`src/sv/rthsl_pkg.sv`:
```
// ----------------------------------------------------------------------------
// rthsl_pkg
// Shared widths, constants and structs of the RGB to HSL converter.
// ----------------------------------------------------------------------------
package rthsl_pkg;

   // divider geometry: numerator, divisor and quotient widths
   localparam int NUM_W      = 18;
   localparam int DEN_W      = 9;
   localparam int QUO_W      = 9;
   localparam int DIV_STAGES = QUO_W;

   localparam int CHAN_W = 8;
   localparam int HUE_W  = 9;
   localparam int PCT_W  = 7;

   localparam int CHAN_MAX   = 255;
   localparam int HUE_SCALE  = 60;
   localparam int PCT_SCALE  = 100;
   localparam int LIT_DEN    = 510;

   // lightness divide by 510 as a reciprocal multiply: ceil(2^25 / 510),
   // exact for every numerator up to 100 * 510 + 255
   localparam int LIT_NUM_W  = 16;
   localparam int LIT_PROD_W = 32;
   localparam int LIT_RECIP  = 65794;
   localparam int LIT_SHIFT  = 25;

   typedef struct packed {
      logic [NUM_W-1:0] num;
      logic [DEN_W-1:0] den;
   } div_req_type;

   typedef struct packed {
      logic             valid;
      logic             grey;
      div_req_type      hue;
      div_req_type      sat;
      logic [PCT_W-1:0] lit;
   } front_out_type;

   typedef struct packed {
      logic [HUE_W-1:0] hue;
      logic [PCT_W-1:0] saturation;
      logic [PCT_W-1:0] lightness;
   } hsl_type;

endpackage

```
`src/sv/rthsl_channels_if.sv`:
```
// ----------------------------------------------------------------------------
// rthsl channel interfaces
// Valid/ready channels for RGB pixels in and HSL results out.
// ----------------------------------------------------------------------------
interface rthsl_pixel_if;
   logic                         valid;
   logic                         ready;
   logic [rthsl_pkg::CHAN_W-1:0] red;
   logic [rthsl_pkg::CHAN_W-1:0] green;
   logic [rthsl_pkg::CHAN_W-1:0] blue;

   modport source (output valid, output red, output green, output blue, input ready);
   modport sink   (input valid, input red, input green, input blue, output ready);
endinterface

interface rthsl_hsl_if;
   logic                        valid;
   logic                        ready;
   logic [rthsl_pkg::HUE_W-1:0] hue;
   logic [rthsl_pkg::PCT_W-1:0] saturation;
   logic [rthsl_pkg::PCT_W-1:0] lightness;

   modport source (output valid, output hue, output saturation, output lightness,
                   input ready);
   modport sink   (input valid, input hue, input saturation, input lightness,
                   output ready);
endinterface

```
`src/sv/rgb_to_hsl_converter.sv`:
```
// ----------------------------------------------------------------------------
// rgb_to_hsl_converter
// RGB pixel to hue (degrees), saturation and lightness (percent), rounded.
// Throughput: one pixel per cycle while the output queue has room; 2 front
// stages, then 9-stage restoring dividers for hue and sat, lightness delayed
// alongside to match.
// Output queue of two entries; input stalls only when it holds two results.
// Reset clears all valid bits and the output queue; no memories to clear.
// ----------------------------------------------------------------------------
module rgb_to_hsl_converter (
   input  logic        clock,
   input  logic        reset,
   rthsl_pixel_if.sink req_if,
   rthsl_hsl_if.source rsp_if
);

   localparam int NS = rthsl_pkg::DIV_STAGES;

   logic                          en;
   rthsl_pkg::front_out_type      front_out;
   logic [rthsl_pkg::QUO_W-1:0]   hue_q, sat_q;
   logic                          valid_ff [NS];
   logic                          grey_ff  [NS];
   logic [rthsl_pkg::PCT_W-1:0]   lit_ff   [NS];
   rthsl_pkg::hsl_type            result;
   logic                          push;

   rthsl_front u_front (
      .clock     (clock),
      .reset     (reset),
      .en        (en),
      .req_if    (req_if),
      .front_out (front_out)
   );

   rthsl_divider u_div_hue (
      .clock    (clock),
      .en       (en),
      .div_in   (front_out.hue),
      .quotient (hue_q)
   );

   rthsl_divider u_div_sat (
      .clock    (clock),
      .en       (en),
      .div_in   (front_out.sat),
      .quotient (sat_q)
   );

   // valid, grey and lightness ride alongside the divider stages
   for (genvar s = 0; s < NS; s++) begin : g_side
      logic                        v_prev, g_prev;
      logic [rthsl_pkg::PCT_W-1:0] l_prev;
      if (s == 0) begin : g_first
         assign v_prev = front_out.valid;
         assign g_prev = front_out.grey;
         assign l_prev = front_out.lit;
      end else begin : g_next
         assign v_prev = valid_ff[s-1];
         assign g_prev = grey_ff[s-1];
         assign l_prev = lit_ff[s-1];
      end

      always_ff @(posedge clock) begin
         if (reset) begin
            valid_ff[s] <= 1'b0;
         end else if (en) begin
            valid_ff[s] <= v_prev;
         end
      end

      always_ff @(posedge clock) begin
         if (en) begin
            grey_ff[s] <= g_prev;
            lit_ff[s]  <= l_prev;
         end
      end
   end

   // grey pixel: hue and saturation forced to zero
   assign result.hue        = grey_ff[NS-1] ? '0 : rthsl_pkg::HUE_W'(hue_q);
   assign result.saturation = grey_ff[NS-1] ? '0 : sat_q[rthsl_pkg::PCT_W-1:0];
   assign result.lightness  = lit_ff[NS-1];
   assign push              = en && valid_ff[NS-1];

   rthsl_out_buffer u_out (
      .clock     (clock),
      .reset     (reset),
      .push      (push),
      .push_data (result),
      .in_ready  (en),
      .rsp_if    (rsp_if)
   );

endmodule

```
`src/sv/rthsl_front.sv`:
```
// ----------------------------------------------------------------------------
// rthsl_front
// Two register stages: max/min and channel select, then the numerators and
// divisors of hue and saturation for the dividers, and the lightness.
// ----------------------------------------------------------------------------
module rthsl_front (
   input  logic                     clock,
   input  logic                     reset,
   input  logic                     en,
   rthsl_pixel_if.sink              req_if,
   output rthsl_pkg::front_out_type front_out
);

   typedef enum logic [1:0] {
      SEL_RED,
      SEL_GREEN,
      SEL_BLUE
   } chan_sel_type;

   localparam int W = rthsl_pkg::CHAN_W;
   localparam int WIDE = rthsl_pkg::NUM_W + 1;

   assign req_if.ready = en;

   // stage 1
   logic         v1_ff;
   logic [W-1:0] r1_ff, g1_ff, b1_ff, hi1_ff, lo1_ff;
   chan_sel_type sel1_ff;

   logic [W-1:0] hi_in, lo_in;
   chan_sel_type sel_in;

   always_comb begin
      hi_in = req_if.red;
      lo_in = req_if.red;
      if (req_if.green > hi_in) hi_in = req_if.green;
      if (req_if.blue > hi_in)  hi_in = req_if.blue;
      if (req_if.green < lo_in) lo_in = req_if.green;
      if (req_if.blue < lo_in)  lo_in = req_if.blue;
      if (req_if.red >= req_if.green && req_if.red >= req_if.blue) begin
         sel_in = SEL_RED;
      end else if (req_if.green >= req_if.blue) begin
         sel_in = SEL_GREEN;
      end else begin
         sel_in = SEL_BLUE;
      end
   end

   always_ff @(posedge clock) begin
      if (reset) begin
         v1_ff <= 1'b0;
      end else if (en) begin
         v1_ff <= req_if.valid;
      end
   end

   always_ff @(posedge clock) begin
      if (en) begin
         r1_ff   <= req_if.red;
         g1_ff   <= req_if.green;
         b1_ff   <= req_if.blue;
         hi1_ff  <= hi_in;
         lo1_ff  <= lo_in;
         sel1_ff <= sel_in;
      end
   end

   // stage 2
   logic [W-1:0]                      d;
   logic [W:0]                        s;
   logic [WIDE-1:0]                   hue_num;
   logic [W:0]                        sat_den;
   logic [rthsl_pkg::LIT_NUM_W-1:0]   lit_num;
   logic [rthsl_pkg::LIT_PROD_W-1:0]  lit_prod;
   rthsl_pkg::front_out_type          out_in;
   rthsl_pkg::front_out_type          out_ff;

   always_comb begin
      d = hi1_ff - lo1_ff;
      s = {1'b0, hi1_ff} + {1'b0, lo1_ff};

      case (sel1_ff)
         SEL_RED: begin
            if (g1_ff >= b1_ff) begin
               hue_num = WIDE'(g1_ff - b1_ff) * WIDE'(rthsl_pkg::HUE_SCALE);
            end else begin
               hue_num = WIDE'(d) * WIDE'(6 * rthsl_pkg::HUE_SCALE)
                       - WIDE'(b1_ff - g1_ff) * WIDE'(rthsl_pkg::HUE_SCALE);
            end
         end
         SEL_GREEN: begin
            hue_num = WIDE'(d) * WIDE'(2 * rthsl_pkg::HUE_SCALE)
                    + WIDE'(b1_ff) * WIDE'(rthsl_pkg::HUE_SCALE)
                    - WIDE'(r1_ff) * WIDE'(rthsl_pkg::HUE_SCALE);
         end
         default: begin
            hue_num = WIDE'(d) * WIDE'(4 * rthsl_pkg::HUE_SCALE)
                    + WIDE'(r1_ff) * WIDE'(rthsl_pkg::HUE_SCALE)
                    - WIDE'(g1_ff) * WIDE'(rthsl_pkg::HUE_SCALE);
         end
      endcase

      // divide by the smaller of S and 510-S
      if (s <= (W+1)'(rthsl_pkg::CHAN_MAX)) begin
         sat_den = s;
      end else begin
         sat_den = (W+1)'(rthsl_pkg::LIT_DEN) - s;
      end

      // lightness: floor((100 S + 255) / 510)
      lit_num  = rthsl_pkg::LIT_NUM_W'(s) * rthsl_pkg::LIT_NUM_W'(rthsl_pkg::PCT_SCALE)
               + rthsl_pkg::LIT_NUM_W'(rthsl_pkg::CHAN_MAX);
      lit_prod = rthsl_pkg::LIT_PROD_W'(lit_num)
               * rthsl_pkg::LIT_PROD_W'(rthsl_pkg::LIT_RECIP);

      // round half up: floor((2n + d) / 2d)
      out_in.valid   = v1_ff;
      out_in.grey    = (d == '0);
      out_in.hue.num = rthsl_pkg::NUM_W'((hue_num << 1) + WIDE'(d));
      out_in.hue.den = {d, 1'b0};
      out_in.sat.num = rthsl_pkg::NUM_W'(d) * rthsl_pkg::NUM_W'(2 * rthsl_pkg::PCT_SCALE)
                     + rthsl_pkg::NUM_W'(sat_den);
      out_in.sat.den = {sat_den[W-1:0], 1'b0};
      out_in.lit     = lit_prod[rthsl_pkg::LIT_SHIFT +: rthsl_pkg::PCT_W];
   end

   always_ff @(posedge clock) begin
      if (reset) begin
         out_ff.valid <= 1'b0;
      end else if (en) begin
         out_ff.valid <= out_in.valid;
      end
      if (en) begin
         out_ff.grey <= out_in.grey;
         out_ff.hue  <= out_in.hue;
         out_ff.sat  <= out_in.sat;
         out_ff.lit  <= out_in.lit;
      end
   end

   assign front_out = out_ff;

endmodule

```
`src/sv/rthsl_divider.sv`:
```
// ----------------------------------------------------------------------------
// rthsl_divider
// Pipelined restoring divider, one quotient bit per stage, MSB first.
// Quotient must fit in QUO_W bits.
// ----------------------------------------------------------------------------
module rthsl_divider (
   input  logic                          clock,
   input  logic                          en,
   input  rthsl_pkg::div_req_type        div_in,
   output logic [rthsl_pkg::QUO_W-1:0]   quotient
);

   localparam int NW = rthsl_pkg::NUM_W;
   localparam int DW = rthsl_pkg::DEN_W;
   localparam int QW = rthsl_pkg::QUO_W;
   localparam int NS = rthsl_pkg::DIV_STAGES;

   logic [NW-1:0] rem_ff [NS-1];
   logic [DW-1:0] den_ff [NS-1];
   logic [QW-1:0] quo_ff [NS];

   for (genvar s = 0; s < NS; s++) begin : g_stage
      logic [NW-1:0] rem_prev;
      logic [DW-1:0] den_prev;
      logic [QW-1:0] quo_prev;
      logic [NW-1:0] trial;
      logic          take;

      if (s == 0) begin : g_first
         assign rem_prev = div_in.num;
         assign den_prev = div_in.den;
         assign quo_prev = '0;
      end else begin : g_next
         assign rem_prev = rem_ff[s-1];
         assign den_prev = den_ff[s-1];
         assign quo_prev = quo_ff[s-1];
      end

      assign trial = NW'(den_prev) << (QW - 1 - s);
      assign take  = (rem_prev >= trial);

      always_ff @(posedge clock) begin
         if (en) begin
            quo_ff[s] <= {quo_prev[QW-2:0], take};
         end
      end

      if (s < NS - 1) begin : g_carry
         always_ff @(posedge clock) begin
            if (en) begin
               rem_ff[s] <= take ? (rem_prev - trial) : rem_prev;
               den_ff[s] <= den_prev;
            end
         end
      end
   end

   assign quotient = quo_ff[NS-1];

endmodule

```
`src/sv/rthsl_out_buffer.sv`:
```
// ----------------------------------------------------------------------------
// rthsl_out_buffer
// Two-entry output queue; keeps the pipeline moving while a result waits.
// ----------------------------------------------------------------------------
module rthsl_out_buffer (
   input  logic               clock,
   input  logic               reset,
   input  logic               push,
   input  rthsl_pkg::hsl_type push_data,
   output logic               in_ready,
   rthsl_hsl_if.source        rsp_if
);

   rthsl_pkg::hsl_type slot_ff [2];
   logic               wr_ptr_ff, rd_ptr_ff;
   logic [1:0]         count_ff;
   logic [1:0]         count_in;
   logic               pop;
   rthsl_pkg::hsl_type head;

   assign in_ready = (count_ff != 2'd2);
   assign pop      = rsp_if.valid && rsp_if.ready;
   assign count_in = count_ff + 2'(push) - 2'(pop);

   always_ff @(posedge clock) begin
      if (reset) begin
         count_ff  <= 2'd0;
         wr_ptr_ff <= 1'b0;
         rd_ptr_ff <= 1'b0;
      end else begin
         count_ff <= count_in;
         if (push) wr_ptr_ff <= ~wr_ptr_ff;
         if (pop)  rd_ptr_ff <= ~rd_ptr_ff;
      end
   end

   always_ff @(posedge clock) begin
      if (push) begin
         slot_ff[wr_ptr_ff] <= push_data;
      end
   end

   assign head              = slot_ff[rd_ptr_ff];
   assign rsp_if.valid      = (count_ff != 2'd0);
   assign rsp_if.hue        = head.hue;
   assign rsp_if.saturation = head.saturation;
   assign rsp_if.lightness  = head.lightness;

   a_count_range: assert property (@(posedge clock) disable iff (reset)
      count_ff <= 2'd2)
      else $error("output queue count out of range");

   a_no_push_full: assert property (@(posedge clock) disable iff (reset)
      !(push && count_ff == 2'd2))
      else $error("push into full output queue");

   a_pop_drains: assert property (@(posedge clock) disable iff (reset)
      (pop && !push) |=> (count_ff == $past(count_ff) - 2'd1))
      else $error("pop without push did not drain one entry");

endmodule

```
`src/flat_wrapper.sv`:
```
// flat-port wrapper written by rule: the top's interface ports become plain ports
module rgb_to_hsl_converter_flat 
  (clock, reset, req_if_valid, req_if_red, req_if_green, req_if_blue, req_if_ready, rsp_if_valid, rsp_if_hue, rsp_if_saturation, rsp_if_lightness, rsp_if_ready);
  rthsl_pixel_if req_if_i ();
  rthsl_hsl_if rsp_if_i ();
  input  logic clock;
  input  logic reset;
  input wire logic [$bits(req_if_i.valid)-1:0] req_if_valid;
  input wire logic [$bits(req_if_i.red)-1:0] req_if_red;
  input wire logic [$bits(req_if_i.green)-1:0] req_if_green;
  input wire logic [$bits(req_if_i.blue)-1:0] req_if_blue;
  output wire logic [$bits(req_if_i.ready)-1:0] req_if_ready;
  output wire logic [$bits(rsp_if_i.valid)-1:0] rsp_if_valid;
  output wire logic [$bits(rsp_if_i.hue)-1:0] rsp_if_hue;
  output wire logic [$bits(rsp_if_i.saturation)-1:0] rsp_if_saturation;
  output wire logic [$bits(rsp_if_i.lightness)-1:0] rsp_if_lightness;
  input wire logic [$bits(rsp_if_i.ready)-1:0] rsp_if_ready;
  assign req_if_i.valid = req_if_valid;
  assign req_if_i.red = req_if_red;
  assign req_if_i.green = req_if_green;
  assign req_if_i.blue = req_if_blue;
  assign req_if_ready = req_if_i.ready;
  assign rsp_if_valid = rsp_if_i.valid;
  assign rsp_if_hue = rsp_if_i.hue;
  assign rsp_if_saturation = rsp_if_i.saturation;
  assign rsp_if_lightness = rsp_if_i.lightness;
  assign rsp_if_i.ready = rsp_if_ready;
  rgb_to_hsl_converter u_core (.clock(clock), .reset(reset), .req_if(req_if_i), .rsp_if(rsp_if_i));
endmodule
```
`config.mk`:
```
export PLATFORM = sky130hd
export DESIGN_NAME = rgb_to_hsl_converter_flat
export DESIGN_NICKNAME = d
export VERILOG_FILES = /design/src/sv/rthsl_pkg.sv /design/src/sv/rthsl_channels_if.sv /design/src/sv/rgb_to_hsl_converter.sv /design/src/sv/rthsl_front.sv /design/src/sv/rthsl_divider.sv /design/src/sv/rthsl_out_buffer.sv /design/src/flat_wrapper.sv
export SDC_FILE = /design/constraint.sdc
export NUM_CORES = 2
export LEC_CHECK = 0
export ABC_AREA = 1
export CAP_MARGIN = 25
export CORE_ASPECT_RATIO = 0.5
export CORE_UTILIZATION = 35
export DETAILED_ROUTE_END_ITERATION = 8
export DONT_BUFFER_PORTS = 1
export PLACE_DENSITY = 0.55
export SYNTH_ARGS = -nofsm -noshare
export SYNTH_HDL_FRONTEND = slang
export SYNTH_SLANG_ARGS = --single-unit
export TNS_END_PERCENT = 20
```
`constraint.sdc`:
```
create_clock -name clock -period 37.7 [get_ports clock]
set_clock_uncertainty 0.2 [all_clocks]
set_input_delay 7.54 -clock clock [delete_from_list [all_inputs] [get_ports clock]]
set_output_delay 7.54 -clock clock [all_outputs]
set_load 0.1 [all_outputs]
```
# ---- Word-level counts from Yosys, hierarchy flattened
# Memories as Yosys holds them, arrays and structs flattened. A register that Yosys moved wholly into a read port is not among the register bits.
# Index checks and enable logic that the tools add are counted.
dict set report word_totals {
  ff_bits 108
  latch_bits 0
  mem_bits_rw 721
  romBits 0
  inputBits 28
  output_inout_bits 25
  word_cells 160
  n_memories 10
}
# memory words width read_ports rd_clocked_by_memory_dff write_ports line
set memory_table {}
lappend memory_table {u_core.u_div_hue.rem_ff 8 18 8 0 8 rthsl_divider.sv:18} ;# logic [NW-1:0] rem_ff [NS-1];
lappend memory_table {u_core.u_div_sat.rem_ff 8 18 8 0 8 rthsl_divider.sv:18}
lappend memory_table {u_core.u_div_hue.quo_ff 9 9 9 0 9 rthsl_divider.sv:20} ;# logic [QW-1:0] quo_ff [NS];
lappend memory_table {u_core.u_div_sat.quo_ff 9 9 9 0 9 rthsl_divider.sv:20}
lappend memory_table {u_core.u_div_hue.den_ff 8 9 8 0 8 rthsl_divider.sv:19} ;# logic [DW-1:0] den_ff [NS-1];
lappend memory_table {u_core.u_div_sat.den_ff 8 9 8 0 8 rthsl_divider.sv:19}
lappend memory_table {{4 more memories} - - - - - -}
dict set report op_classes {
  add_sub_neg 31
  mul 11
  div 0
  magnitude_cmp 27
  n_eq_ne 2
  n_shift 0
  muxes 45
  bitwise_logic 11
  n_reduce_logical 6
}
# op n
set op_table {}
lappend op_table {{18-bit two-way mux} 16}
lappend op_table {{8-bit by 4-bit multiplier with 12-bit output, second input constant} 5}
lappend op_table {{19-bit by 4-bit multiplier with 15-bit output, second input constant} 2}
lappend op_table {{18-bit by 10-bit greater-or-equal comparator with 1-bit output} 2}
lappend op_table {{18-bit by 11-bit greater-or-equal comparator with 1-bit output} 2}
lappend op_table {{18-bit by 12-bit greater-or-equal comparator with 1-bit output} 2}
lappend op_table {{18-bit by 13-bit greater-or-equal comparator with 1-bit output} 2}
lappend op_table {{18-bit by 14-bit greater-or-equal comparator with 1-bit output} 2}
lappend op_table {{18-bit by 15-bit greater-or-equal comparator with 1-bit output} 2}
lappend op_table {{18-bit by 16-bit greater-or-equal comparator with 1-bit output} 2}
lappend op_table {{18-bit by 17-bit greater-or-equal comparator with 1-bit output} 2}
lappend op_table {{18-bit by 9-bit greater-or-equal comparator with 1-bit output} 2}
lappend op_table {{18-bit by 10-bit subtractor with 18-bit output} 2}
lappend op_table {{18-bit by 11-bit subtractor with 18-bit output} 2}
lappend op_table {{18-bit by 12-bit subtractor with 18-bit output} 2}
lappend op_table {{18-bit by 13-bit subtractor with 18-bit output} 2}
lappend op_table {{18-bit by 14-bit subtractor with 18-bit output} 2}
lappend op_table {{18-bit by 15-bit subtractor with 18-bit output} 2}
lappend op_table {{18-bit by 16-bit subtractor with 18-bit output} 2}
lappend op_table {{18-bit by 17-bit subtractor with 18-bit output} 2}
lappend op_table {{17-bit one-hot mux with 2 select lines} 1}
lappend op_table {{8-bit greater-or-equal comparator} 4}
lappend op_table {{8-bit two-way mux} 4}
lappend op_table {{16-bit by 16-bit multiplier with 31-bit output, second input constant} 1}
lappend op_table {{33 further kinds} 66}

# ---- Longest topological paths before layout
dict set report logic_depth {
  depth_word 6
  depth_mapped 44
  depth_no_buf 44
}

# ---- Hierarchy
# From an unflattened synthesis, not the netlist that was laid out.
dict set report hier_totals {
  hier_cells 6137
  hier_area_um2 53662.7
}
# module instances cells_per_inst area_each_um2 seq_area_each_um2
set by_module_without_submodules {}
lappend by_module_without_submodules {rthsl_front 1 2443 18753.0 2862.7}
lappend by_module_without_submodules {{rthsl_divider at u_core.u_div_hue} 1 1748 15202.1 7837.5}
lappend by_module_without_submodules {{rthsl_divider at u_core.u_div_sat} 1 1701 15128.3 7837.5}
lappend by_module_without_submodules {rgb_to_hsl_converter 1 138 2677.6 2432.3}
lappend by_module_without_submodules {rthsl_out_buffer 1 107 1901.8 1481.4}

# ---- Least setup slack after synthesis
# No wires, ideal clock.
dict set report synth_timing {
  kind {reg-to-output}
  startpoint {reg u_core.u_out.count_ff[1]}
  endpoint {out req_if_ready}
  t_arrival_ns 12.550
  required_time_ns 29.960
  slack_ns 17.410
  stages_incl_launch_ff 4
  n_path_buf 0
  path_cell_list {dfxtp_1 inv_1 nor2_1 inv_1}
}
dict set report synth_via {
  elab_chain_len 1
}
# item line
set synth_lines {}
lappend synth_lines {{from (decl)} rthsl_out_buffer.sv:16} ;# logic [1:0] count_ff;
lappend synth_lines {{from (signal assigned)} rthsl_out_buffer.sv:31} ;# count_ff <= count_in;
lappend synth_lines {{2-bit != test} rthsl_out_buffer.sv:21} ;# assign in_ready = (count_ff != 2'd2);
lappend synth_lines {{to (decl)} flat_wrapper.sv:12} ;# output wire logic [$bits(req_if_i.ready)-1:0] req_if_ready;
# Every way passes these cells.

# ---- Worst setup path after layout
dict set report layout_timing {
  startpoint {in req_if_green[3]}
  endpoint {reg u_core.u_front.lo1_ff[5], data pin}
}
dict set report layout_via {
  elab_chain_len 4
}
# item line
set layout_lines {}
lappend layout_lines {{from (decl)} flat_wrapper.sv:10} ;# input wire logic [$bits(req_if_i.green)-1:0] req_if_green;
lappend layout_lines {{8-bit < comparator} rthsl_front.sv:38} ;# if (req_if.green < lo_in) lo_in = req_if.green;
lappend layout_lines {{8-bit two-way mux *} rthsl_front.sv:38}
lappend layout_lines {{8-bit < comparator} rthsl_front.sv:39} ;# if (req_if.blue < lo_in) lo_in = req_if.blue;
lappend layout_lines {{8-bit two-way mux *} rthsl_front.sv:39}
lappend layout_lines {{net u_core.u_front.lo_in[5]} rthsl_front.sv:30} ;# logic [W-1:0] hi_in, lo_in;
lappend layout_lines {{to (signal assigned)} rthsl_front.sv:63} ;# lo1_ff <= lo_in;
lappend layout_lines {{to (decl)} rthsl_front.sv:27} ;# logic [W-1:0] r1_ff, g1_ff, b1_ff, hi1_ff, lo1_ff;
# The timed path passes the listed nets; every way through them passes the cells marked *.
# A chain may end at the register's enable or synchronous reset.

==> impl_metrics.csv <==
group,metric,value,unit
run_status,status,"complete, no violations",
logic_synthesis,synth_cells,4680,
logic_synthesis,synth-main-ff-cell,"edfxtp_1",
global_routing,first_global_vias,30600,
floorplan,die_h,257,um
floorplan,placementRows,93,
clocking,cts.sinks,663,
floorplan,start_util,35.3,%
route,dr.pass1.iters,5,
cells_and_area,layout_common_cells,"inv_1, nand2_1, edfxtp_1",
global_routing,grt_pass1_wl,157,mm
logic_synthesis,netlist.top_cell.by_area,"edfxtp_1",
logic_synthesis,ys_warn_count,0,
clocking,cts-root-buf,"clkbuf_16",
logic_synthesis,synthesis.nets,5354,
cells_and_area,area_growth,9.94,%
floorplan,die_area,131000,sq um
cells_and_area,final_cell_area,50000,sq um
min_path,worst_hold_path_type,"reg -> reg",
clocking,cts.htree.levels,3,
sta,slew_violations,0,
logic_synthesis,syn_area,45400,sq um
place,globalplace.congestion,0.890,
global_routing,globalRoute.totalOverflow,0,
logic_synthesis,synth_area_per_cell,9.71,sq um
route,wire_per_inst,14.8,um
place,place_area,47600,sq um
clocking,cts-resized-gates,0,
cells_and_area,final_nets,5406,
sta,max_slew_margin,26.9,%
worst_setup_path,worst-path-max-fanout,18,
sta,tns,0,ns
place,numPortBuffers,0,
clocking,cts_setup_buffers,0,
clocking,clk_pin_slew,0.06,ns
clocking,cts_tree,"built",
sta,setup_viol,0,
logic_synthesis,seq_area_frac_synth,43.7,%
clocking,clk_latency,0.66,ns
route,vias,30500,
floorplan,die_w,512,um
logic_synthesis,synth_top_area_share,43.4,%
sta,max_freq,0.0920,GHz
logic_synthesis,synth.distinct_cells,70,
sta,final.min_clock_period,10.87,ns
route,wl,96.3,mm
clocking,hold_buffers,0,
place,hpwl,77.2,mm
floorplan,core,129000,sq um
sta,tightest_slew,1.09,ns
cells_and_area,mostFrequentLayoutCell,"inv_1",
route,vias_per_cell,4.70,
logic_synthesis,yosys-top-cells-area,"edfxtp_1, ha_1, inv_1",
route,drcViolationCount,0,
worst_setup_path,cp.required,37.91,ns
global_routing,grt_use_total,14.7,%
logic_synthesis,synthArstFlopShare,0,%
sta,min_period_over_period,28.8,%
cells_and_area,fillers,12600,
floorplan,io_pins,53,
worst_setup_path,worstSetupPathType,"in -> reg",
sta,whs,0.212,ns
worst_setup_path,endpoint_kind,"flop",
route,drt_iter0_markers,1708,
global_routing,antenna_found_initial,0,
sta,finalHoldViolations,0,
worst_setup_path,start_kind,"input port",
sta,rsz0062_at_grt,"false",
clocking,cts_max_path_buffers,3,
global_routing,grt_max_degree,124,
route,final_antenna_net_count,0,
logic_synthesis,synth_edf_count,656,
cells_and_area,antenna_cells,0,
cells_and_area,drive_above_1_share,4.91,%
logic_synthesis,ys_seq_elements,663,
worst_setup_path,cp.arrival,11.08,ns
clocking,numCtsBuffers,66,
flow_run,drv_cap,0,
==> stage by stage <==
step | std cells | setup WS, ns | util (%)
6_report | 6492 | 26.83 | 38.8
3_3_place_gp | 6368 | 26.22 | 36.9
3_5_place_dp | 6371 | 26.20 | 37.0
5_1_grt | 6492 | 26.61 | 38.8
2_1_floorplan | 4680 | 17.41 | -
4_1_cts | 6489 | 26.92 | 38.8
==> worst paths after layout <==
check / startpoint / endpoint / slack [ns] / cells past startpoint
setup / recovery: req_if_green[3] / u_core.u_front.lo1_ff[5] / 26.83 / 16
hold / removal: u_core.u_div_hue.quo_ff[0][10] / u_core.u_div_hue.quo_ff[0][20] / 0.21 / 0
setup reg to reg: u_core.u_front.hi1_ff[2] / u_core.u_front.front_out[6] / 29.71 / 38
hold reg to reg: u_core.u_div_hue.quo_ff[0][10] / u_core.u_div_hue.quo_ff[0][20] / 0.21 / 0
==> final cells by class <==
class	count	area, sq um	area share (%)
multi-input combinational	3127	22200	44.5
sequential	663	19800	39.7
inverter	853	3210	6.42
tap	1710	2140	4.28
clock buffer	78	1700	3.40
clock inverter	40	614	1.23
timing repair buffer	21	253	0.506
==> per-layer routing <==
metal | vias up | share of wire [%] | GRT usage (%)
li1 | 15800 | - | -
met1 | 14100 | 48 | 19.4
met2 | 451 | 46 | 25.2
met3 | 121 | 3.2 | 2.16
met4 | 0 | 2.1 | 3.80
met5 | - | 0 | 0
==> cell families after synthesis <==
kind of cell	share of synthesized area, %
AOI/OAI and AO/OA	8.19
xor gates and xnor gates	5.25
adders and majority gates	20.2
buffers and inverters	7.48
DFF	43.7
muxes	0.592
and+or+nand+nor	14.7
==> worst max-delay path, stage by stage <==
cell	delay, ns
inv_1	0.04
ha_1	0.30
nand2_1	0.08
o21ai_0	0.19
nand2_1	0.11
nand2_2	0.25
nand2_1	0.32
o21ai_0	0.35
inv_1	0.08
ha_1	0.30
a21oi_1	0.13
nor2_1	0.05
a211oi_1	0.85
nand2_2	0.27
nand2_1	0.14
nand2_1	0.07
==> sequential cells by signal (all words and copies together), names as in the netlist, named ones only <==
name                      cells
u_core.u_out.slot_ff         46
u_core.u_out.wr_ptr_ff        1
u_core.valid_ff               9
u_core.u_front.lo1_ff         8
u_core.u_front.hi1_ff         8
u_core.u_div_hue.rem_ff     138
u_core.u_front.sel1_ff        2
u_core.u_out.rd_ptr_ff        1
u_core.u_div_hue.quo_ff      45
u_core.u_div_hue.den_ff      41
u_core.u_front.b1_ff          8
u_core.u_front.g1_ff          8
u_core.u_front.front_out     53
u_core.lit_ff                63
u_core.u_div_sat.den_ff      41
u_core.u_div_sat.quo_ff      28
u_core.u_out.count_ff         2
u_core.u_div_sat.rem_ff     142
u_core.u_front.v1_ff          1
u_core.grey_ff                9
u_core.u_front.r1_ff          8
==> synthesized netlist by cell type (5+ instances only) <==
library cell,number
nand3_2,11
nor3_1,37
dfxtp_1,7
a21oi_1,279
nor4_1,26
a21o_1,24
ha_1,502
nor2_2,10
o21ai_0,205
o2111ai_1,5
fa_1,144
o31ai_1,6
nor2_1,320
and2_1,5
inv_1,842
o21bai_1,30
nand2_2,21
or2_2,13
edfxtp_1,656
inv_2,10
nand3b_1,19
a21boi_0,8
nand4_1,69
xnor2_1,102
o21a_1,5
nand2_1,790
mux2_2,23
a31oi_1,13
a211oi_1,7
nand3_1,191
o221ai_1,5
buf_2,14
clkbuf_1,14
xor2_1,164
buf_6,5
o21ai_1,22
o211ai_1,17
nor2_4,5
Power is left out: the tool's default activity adds up to more than one toggle a clock period on the data nets, which glitch-free logic cannot reach.
